--- src/rtl/core/ialu32_pkg.sv ---
// ----------------------------------------------------------------------------
// ialu32_pkg
// Opcodes, widths, masks and bit-manipulation helpers of the 32-bit ALU.
// ----------------------------------------------------------------------------
package ialu32_pkg;

    localparam int DATA_W    = 32;
    localparam int CMD_W     = 5;
    localparam int SHAMT_W   = 5;
    localparam int S_TDATA_W = 2 * DATA_W;
    localparam int M_TDATA_W = DATA_W;

    localparam logic [DATA_W-1:0] MASK_ODD_BYTES  = 32'hFF00FF00;
    localparam logic [DATA_W-1:0] MASK_EVEN_BYTES = 32'h00FF00FF;
    localparam logic [DATA_W-1:0] ALL_ONES        = '1;

    typedef enum logic [CMD_W-1:0] {
        OP_ADD     = 5'd0,
        OP_SUB     = 5'd1,
        OP_AND     = 5'd2,
        OP_OR      = 5'd3,
        OP_XOR     = 5'd4,
        OP_SHR     = 5'd5,
        OP_SAR     = 5'd6,
        OP_ROR     = 5'd7,
        OP_SHL     = 5'd8,
        OP_SLT     = 5'd9,
        OP_SLTU    = 5'd10,
        OP_NOT     = 5'd11,
        OP_NEG     = 5'd12,
        OP_BSWAP16 = 5'd13,
        OP_BSWAP32 = 5'd14,
        OP_EXT8    = 5'd15,
        OP_EXT16   = 5'd16,
        OP_BITREV  = 5'd17,
        OP_CLZ     = 5'd18
    } alu_op_t;

    // Full byte reversal of a word
    function automatic logic [DATA_W-1:0] bswap32(input logic [DATA_W-1:0] a);
        return {a[7:0], a[15:8], a[23:16], a[31:24]};
    endfunction

    // Mirror bit order
    function automatic logic [DATA_W-1:0] bitrev32(input logic [DATA_W-1:0] a);
        logic [DATA_W-1:0] r;
        for (int i = 0; i < DATA_W; i++) begin
            r[i] = a[DATA_W-1-i];
        end
        return r;
    endfunction

    // Leading zero count by binary halving; zero input gives 32
    function automatic logic [SHAMT_W:0] clz32(input logic [DATA_W-1:0] a);
        logic [DATA_W-1:0] v;
        logic [SHAMT_W:0]  n;
        v = a;
        n = '0;
        if (v == '0) begin
            n = 6'd32;
        end else begin
            if (v[31:16] == '0) begin
                n = n + 6'd16;
                v = v << 16;
            end
            if (v[31:24] == '0) begin
                n = n + 6'd8;
                v = v << 8;
            end
            if (v[31:28] == '0) begin
                n = n + 6'd4;
                v = v << 4;
            end
            if (v[31:30] == '0) begin
                n = n + 6'd2;
                v = v << 2;
            end
            if (!v[31]) begin
                n = n + 6'd1;
            end
        end
        return n;
    endfunction

endpackage

--- src/rtl/core/integer_alu_32bit.sv ---
// ----------------------------------------------------------------------------
// integer_alu_32bit
// Stateless 32-bit integer ALU on stream channels.
// Registers from input transfer to result transfer: input reg, then result reg.
// Throughput: one item per cycle while m_tready does not stall the output; the evaluate path is combinational.
// Reset: aresetn low clears both stage valid flags; items in flight are dropped.
// ----------------------------------------------------------------------------
module integer_alu_32bit (
    input  logic                             aclk,
    input  logic                             aresetn,
    // s_tdata: operand_a [31:0], operand_b [63:32]
    input  logic [ialu32_pkg::S_TDATA_W-1:0] s_tdata,
    // s_tuser: cmd [4:0]
    input  logic [ialu32_pkg::CMD_W-1:0]     s_tuser,
    input  logic                             s_tvalid,
    output logic                             s_tready,
    // m_tdata: result [31:0]
    output logic [ialu32_pkg::M_TDATA_W-1:0] m_tdata,
    output logic                             m_tvalid,
    input  logic                             m_tready
);
    import ialu32_pkg::*;

    logic                in_valid_reg;
    logic [CMD_W-1:0]    cmd_reg;
    logic [DATA_W-1:0]   a_reg;
    logic [DATA_W-1:0]   b_reg;
    logic                out_valid_reg;
    logic [DATA_W-1:0]   result_reg;
    logic [DATA_W-1:0]   result_next;
    logic                out_ready;
    logic [SHAMT_W-1:0]  shamt;
    logic [2*DATA_W-1:0] ror_wide;

    // Pipeline flow control
    assign out_ready = !out_valid_reg || m_tready;
    assign s_tready  = !in_valid_reg || out_ready;

    // Input register
    always_ff @(posedge aclk) begin
        if (!aresetn) begin
            in_valid_reg <= 1'b0;
        end else if (s_tready) begin
            in_valid_reg <= s_tvalid;
        end
        if (s_tready && s_tvalid) begin
            cmd_reg <= s_tuser;
            a_reg   <= s_tdata[DATA_W-1:0];
            b_reg   <= s_tdata[2*DATA_W-1:DATA_W];
        end
    end

    // Evaluate
    assign shamt    = b_reg[SHAMT_W-1:0];
    assign ror_wide = {a_reg, a_reg} >> shamt;

    always_comb begin
        unique case (alu_op_t'(cmd_reg))
            OP_ADD:     result_next = a_reg + b_reg;
            OP_SUB:     result_next = a_reg - b_reg;
            OP_AND:     result_next = a_reg & b_reg;
            OP_OR:      result_next = a_reg | b_reg;
            OP_XOR:     result_next = a_reg ^ b_reg;
            OP_SHR:     result_next = a_reg >> shamt;
            OP_SAR:     result_next = $unsigned($signed(a_reg) >>> shamt);
            OP_ROR:     result_next = ror_wide[DATA_W-1:0];
            OP_SHL:     result_next = a_reg << shamt;
            OP_SLT:     result_next = {31'd0, $signed(a_reg) < $signed(b_reg)};
            OP_SLTU:    result_next = {31'd0, a_reg < b_reg};
            OP_NOT:     result_next = ~a_reg;
            OP_NEG:     result_next = '0 - a_reg;
            OP_BSWAP16: result_next = ((a_reg & MASK_ODD_BYTES) >> 8)
                                    | ((a_reg & MASK_EVEN_BYTES) << 8);
            OP_BSWAP32: result_next = bswap32(a_reg);
            OP_EXT8:    result_next = {{24{a_reg[7]}}, a_reg[7:0]};
            OP_EXT16:   result_next = {{16{a_reg[15]}}, a_reg[15:0]};
            OP_BITREV:  result_next = bitrev32(a_reg);
            OP_CLZ:     result_next = {26'd0, clz32(a_reg)};
            default:    result_next = ALL_ONES;
        endcase
    end

    // Result register
    always_ff @(posedge aclk) begin
        if (!aresetn) begin
            out_valid_reg <= 1'b0;
        end else if (out_ready) begin
            out_valid_reg <= in_valid_reg;
        end
        if (out_ready && in_valid_reg) begin
            result_reg <= result_next;
        end
    end

    assign m_tvalid = out_valid_reg;
    assign m_tdata  = result_reg;

endmodule

--- config.mk ---
export PLATFORM = sky130hd
export DESIGN_NAME = integer_alu_32bit
export DESIGN_NICKNAME = d
export VERILOG_FILES = /design/src/rtl/core/ialu32_pkg.sv /design/src/rtl/core/integer_alu_32bit.sv
export SDC_FILE = /design/constraint.sdc
export NUM_CORES = 1
export LEC_CHECK = 0
export BUFFER_PORTS_ARGS = -buffer_cell sky130_fd_sc_hd__clkbuf_2
export CORE_AREA = 3 3 187 189
export CTS_CLUSTER_DIAMETER = 150
export DETAILED_ROUTE_END_ITERATION = 16
export DIE_AREA = 0 0 190 192
export SLEW_MARGIN = 10
export SYNTH_ARGS = -nofsm -noshare
export SYNTH_HDL_FRONTEND = slang
export SYNTH_SLANG_ARGS = --single-unit
--- constraint.sdc ---
create_clock -name aclk -period 6.8 [get_ports aclk]
set_clock_uncertainty 0.1 [all_clocks]
set_input_delay 1.02 -clock aclk [delete_from_list [all_inputs] [get_ports aclk]]
set_output_delay 1.02 -clock aclk [all_outputs]
set_load 0.05 [all_outputs]
**Word level (Yosys, flattened, before mapping)**

Index checks and enable logic that the tools add are counted.

- Bits in registers: 103
- Input port bits: 73
- Logic and storage cells: 81
- Output and inout bits: 34

- Magnitude comparators: 2
- Multiplexer cells: 27
- Equality and inequality tests: 18
- Bitwise operators: 5
- Shift operators: 4
- $add $sub $neg: 7
- Reductions and logical operators: 12

Operators with widths:

| operator | count |
|---|---|
| 32-bit case mux with 19 select lines | 1 |
| 32-bit two-way mux | 12 |
| 6-bit two-way mux | 13 |
| 32-bit less-than comparator | 2 |
| 64-bit by 5-bit >> shifter with 32-bit output | 1 |
| 5-bit by 4-bit equality test with 1-bit output (second input constant) | 8 |
| 32-bit adder | 1 |
| 32-bit bitwise AND | 1 |
| 32-bit logical NOT | 1 |
| 32-bit NOT | 1 |
| 24-bit by 32-bit OR with 32-bit output | 1 |
| 32-bit OR | 1 |
| 32-bit by 5-bit << shifter with 32-bit output | 1 |
| 32-bit by 5-bit >> shifter with 32-bit output | 1 |
| 32-bit by 5-bit >>> shifter with 32-bit output | 1 |
| 1-bit by 32-bit subtractor with 32-bit output (first input constant) | 1 |
| 32-bit subtractor | 1 |
| 32-bit bitwise XOR | 1 |
| 5-bit by 3-bit equality test with 1-bit output (second input constant) | 4 |
| 16-bit logical NOT | 1 |
| 5-bit equality test (second input constant) | 3 |
| 5-bit by 2-bit equality test with 1-bit output (second input constant) | 2 |
| 8-bit logical NOT | 1 |
| 6-bit by 1-bit adder with 6-bit output (second input constant) | 1 |
| 11 further kinds | 14 |

**Longest topological paths before layout**

- Word-level depth: 20
- Gate-level depth with buffers: 15
- Depth with buffers taken out: 12

**Worst setup path after synthesis**

Ideal clock, no wire load.

- Kind: register to register
- From: reg b_reg[2]
- To: reg result_reg[28], in the netlist m_tdata[28] (data pin)
- Data required time: 6441 ps
- Path buffers: 5
- Cell stages (with the launch flop): 16
- Slack: 2665 ps
- Data arrival time: 3776 ps
- Period minus slack after synthesis: 4135 ps
- Setup time: 259 ps
- Path through: edfxtp_1 > buf_2 > inv_1 > buf_2 > buf_2 > buf_1 > ha_1 > buf_2 > a211oi_1 > o211ai_1 > a311oi_1 > a211oi_1 > o211ai_1 > nand2_1 > a221o_1 > a211o_1

- Cells in the longest elaborated chain, start to end: 2
- Elaborated cells on any way between the ends: 7
- Those cells by class: add/sub: 2; shift: 4; mux: 1

RTL lines:

| what | RTL line | RTL |
|---|---|---|
| from (decl) | integer_alu_32bit.sv:27 | `logic [DATA_W-1:0] b_reg;` |
| from (signal assigned) | integer_alu_32bit.sv:49 | `b_reg <= s_tdata[2*DATA_W-1:DATA_W];` |
| 32-bit subtractor, or another cell as far along | integer_alu_32bit.sv:60 | `OP_SUB: result_next = a_reg - b_reg;` |
| 32-bit case mux with 19 select lines (*) | integer_alu_32bit.sv:58 | `unique case (alu_op_t'(cmd_reg))` |
| net result_next[28] | integer_alu_32bit.sv:30 | `logic [DATA_W-1:0] result_next;` |
| to (signal assigned) | integer_alu_32bit.sv:91 | `result_reg <= result_next;` |
| to (decl) | integer_alu_32bit.sv:29 | `logic [DATA_W-1:0] result_reg;` |

Mark *: on every way through the listed nets, which the timed path passes. The rest lies on a longest branch.
A chain may end at the register's enable or synchronous reset.

**Final worst setup path**

- From: reg b_reg[1]
- To: reg result_reg[23], in the netlist m_tdata[23] (data pin)

Same word-level chain as after synthesis.

==> flow_metrics.env <==
export IMPL_finalSetupViolCount=0
export IMPL_yosysWarnings=0
export IMPL_drive_gt1_share_pct=17.4
export IMPL_num_vias=16710
export IMPL_min_to="m_tvalid$_SDFFE_PN0P_"
export IMPL_yosys_area_top_type="edfxtp_1"
export IMPL_die_h_um=192
export IMPL_fill_cells=3258
export IMPL_post_route_drc_count=0
export IMPL_maxSlewHeadroom_pct=1.68
export IMPL_clk_pin_slew_ps=80
export IMPL_syn_cell_area_mm2=0.0149
export IMPL_fin_tns_setup_ps=0
export IMPL_synth_top_area_share_pct=20.3
export IMPL_core_mm2=0.0334
export IMPL_grt_max_degree=86
export IMPL_power_mw=2.45
export IMPL_area_growth_pct=7.69
export IMPL_synth_seq_cells=103
export IMPL_synth_commonest_cells="168 x nor2_1, 140 x a21oi_1, 131 x nand2_1"
export IMPL_rsz0062_at_grt="false"
export IMPL_hold_start="in_valid_reg$_SDFFE_PN0N_"
export IMPL_holdPathStages=1
export IMPL_synth_most_common_cell="nor2_1"
export IMPL_grt_pass1_wl_mm=110
export IMPL_ys_seq_area_share_pct=20.6
export IMPL_tritoncts="built"
export IMPL_syn_avg_cell_area_um2=8.31
export IMPL_rr_worst_depth=11
export IMPL_hold_path_class="register to register"
export IMPL_fin_ws_ps=1990
export IMPL_cts_buffer_depth=2
export IMPL_arrival_ps=4860
export IMPL_cp_data_required_time_ps=6850
export IMPL_synth_edf_count=101
export IMPL_synthFlopType="edfxtp_1"
export IMPL_layout_min_cycle_time_ps=4810
export IMPL_yosysUniqueCellTypes=99
export IMPL_timing_fmax_mhz=208
export IMPL_cts_sinks=103
export IMPL_overflow=0
export IMPL_crit_fanout=38
export IMPL_path_class="register to register"
export IMPL_cap_violations=1
export IMPL_worst_pin_slew_ps=1460
export IMPL_outcome="finished, violations left"
export IMPL_antenna_found_initial=6
export IMPL_drtAntennaViolNets=0
export IMPL_h_tree_depth=3
export IMPL_initial_core_util_pct=44.6
export IMPL_pre_cts_ws_ps=2090
export IMPL_cts_resized=0
export IMPL_power_density_mw_per_mm2=153
export IMPL_ir_drop_v=0.000189
export IMPL_netlist_instances=1795
export IMPL_holdWs_ps=436
export IMPL_r2r_slack_ps=1990
export IMPL_clk_latency_ps=400
export IMPL_async_flop_share_pct=0
export IMPL_placed_cells=2238
export IMPL_final_nets=1974
export IMPL_violations="capacitance limit"
export IMPL_core_rowCount=67
export IMPL_cp_end_kind="register"
export IMPL_cts_root_buf="clkbuf_16"
export IMPL_reg2reg_to="m_tdata[23]$_DFFE_PP_"
export IMPL_gp_congestion=1.04
export IMPL_drtIter0Drc=3185
export IMPL_synth_nets=1968
export IMPL_slew_viol_final=0
export IMPL_finalNonFillerCells=2256
export IMPL_reg2reg_from="b_reg[1]$_DFFE_PP_"
export IMPL_portBuffers=106
export IMPL_p_leak_nw=6.13
export IMPL_fin_crit_sh_pct=70.7
export IMPL_num_io_pins=107
export IMPL_via_per_inst=7.41
export IMPL_grt_use_total_pct=41.2
export IMPL_critPathLaunchType="register"
export IMPL_hold_viol=0
export IMPL_synth_area_top_cells="edfxtp_1 20%, mux4_2 9.7%, ha_1 8.2%, a21oi_1 4.7%, nor2_1 4.2%"
export IMPL_wl_mm=76.2
export IMPL_die_area_mm2=0.0365
export IMPL_die_w_um=190
export IMPL_post_drt_wl_per_cell_um=33.8
export IMPL_fin_area_mm2=0.0161
export IMPL_placed_area_mm2=0.0158
export IMPL_cts_setup_buffers=0
export IMPL_final_util_pct=48.0
export IMPL_numCtsBuffers=9
export IMPL_dp_hpwl_mm=53.8
export IMPL_drtPass1Iterations=6
export IMPL_grt_pass1_vias=15607
export IMPL_ctsHoldBuffers=0
==> per-layer routing <==
layer | track usage (%) | share of wire (%)
met1 | 55.3 | 39
met2 | 59.1 | 41
met3 | 12.6 | 14
met4 | 22.0 | 6.2
met5 | 0 | 0.031
==> worst max path at each step <==
stage                             from  slack, ps                     to  cells past startpoint
global placement    b_reg[1]$_DFFE_PP_       2170  m_tdata[23]$_DFFE_PP_                     11
CTS                 b_reg[1]$_DFFE_PP_       2030  m_tdata[23]$_DFFE_PP_                     11
finish              b_reg[1]$_DFFE_PP_       1990  m_tdata[23]$_DFFE_PP_                     11
floorplan           b_reg[2]$_DFFE_PP_       2670  m_tdata[28]$_DFFE_PP_                     15
detailed placement  b_reg[1]$_DFFE_PP_       2090  m_tdata[23]$_DFFE_PP_                     11
global route        b_reg[1]$_DFFE_PP_       1710  m_tdata[25]$_DFFE_PP_                     11
==> cell type report <==
cell class	count	area (um2)	area share, %
antenna	2	5.00	0.0312
tap	448	561	3.49
inverter	101	379	2.36
multi-input combinational	1416	10700	66.8
clock inverter	7	86.3	0.537
sequential	103	3070	19.1
timing repair buffer	170	1010	6.29
clock buffer	9	225	1.40
==> cell usage in the layout (no fill, tap or decap), drive strengths merged, types with 20 or more instances in the layout <==
cell    count
ha         98
a211oi     24
nand2     131
o21ai     103
buf        64
nor3       32
a31oi      21
clkbuf    115
a21o       20
mux2       24
a22oi      26
edfxtp    101
mux4       67
a221oi     41
nand3      46
nor4       20
a21oi     141
o211ai     50
a221o      21
inv       104
mux2i      42
nand4      22
nor2      169
==> where the power goes <==
group	leakage, nW	total [mW]	switching [mW]	internal (mW)
sequential	0.978	0.772	0.0256	0.746
combinational	5.00	1.10	0.743	0.355
clock	0.151	0.584	0.289	0.295
==> worst max-delay path, stage by stage (launching register included) <==
cell      delay [ps]
edfxtp_1         330
buf_4            440
clkinv_1         540
ha_1             500
o21ba_1          200
o311a_1          320
o21bai_1         260
a211oi_1         210
o21ai_1          860
a31oi_1          230
a221o_1          390
a21o_1           170
==> logic make-up after synthesis <==
family                   count (synthesis)  synth area share [%]
AO/OA/AOI/OAI                          635                  30.0
AND/OR/NAND/NOR                        532                  17.4
buffers and inverters                  276                  7.67
multiplexers                           133                  14.8
flip-flops                             103                  20.6
adder cells (fa/ha/maj)                100                  8.49
XOR/XNOR                                16                 0.939
No activity file was read; power rests on OpenSTA's default activity.
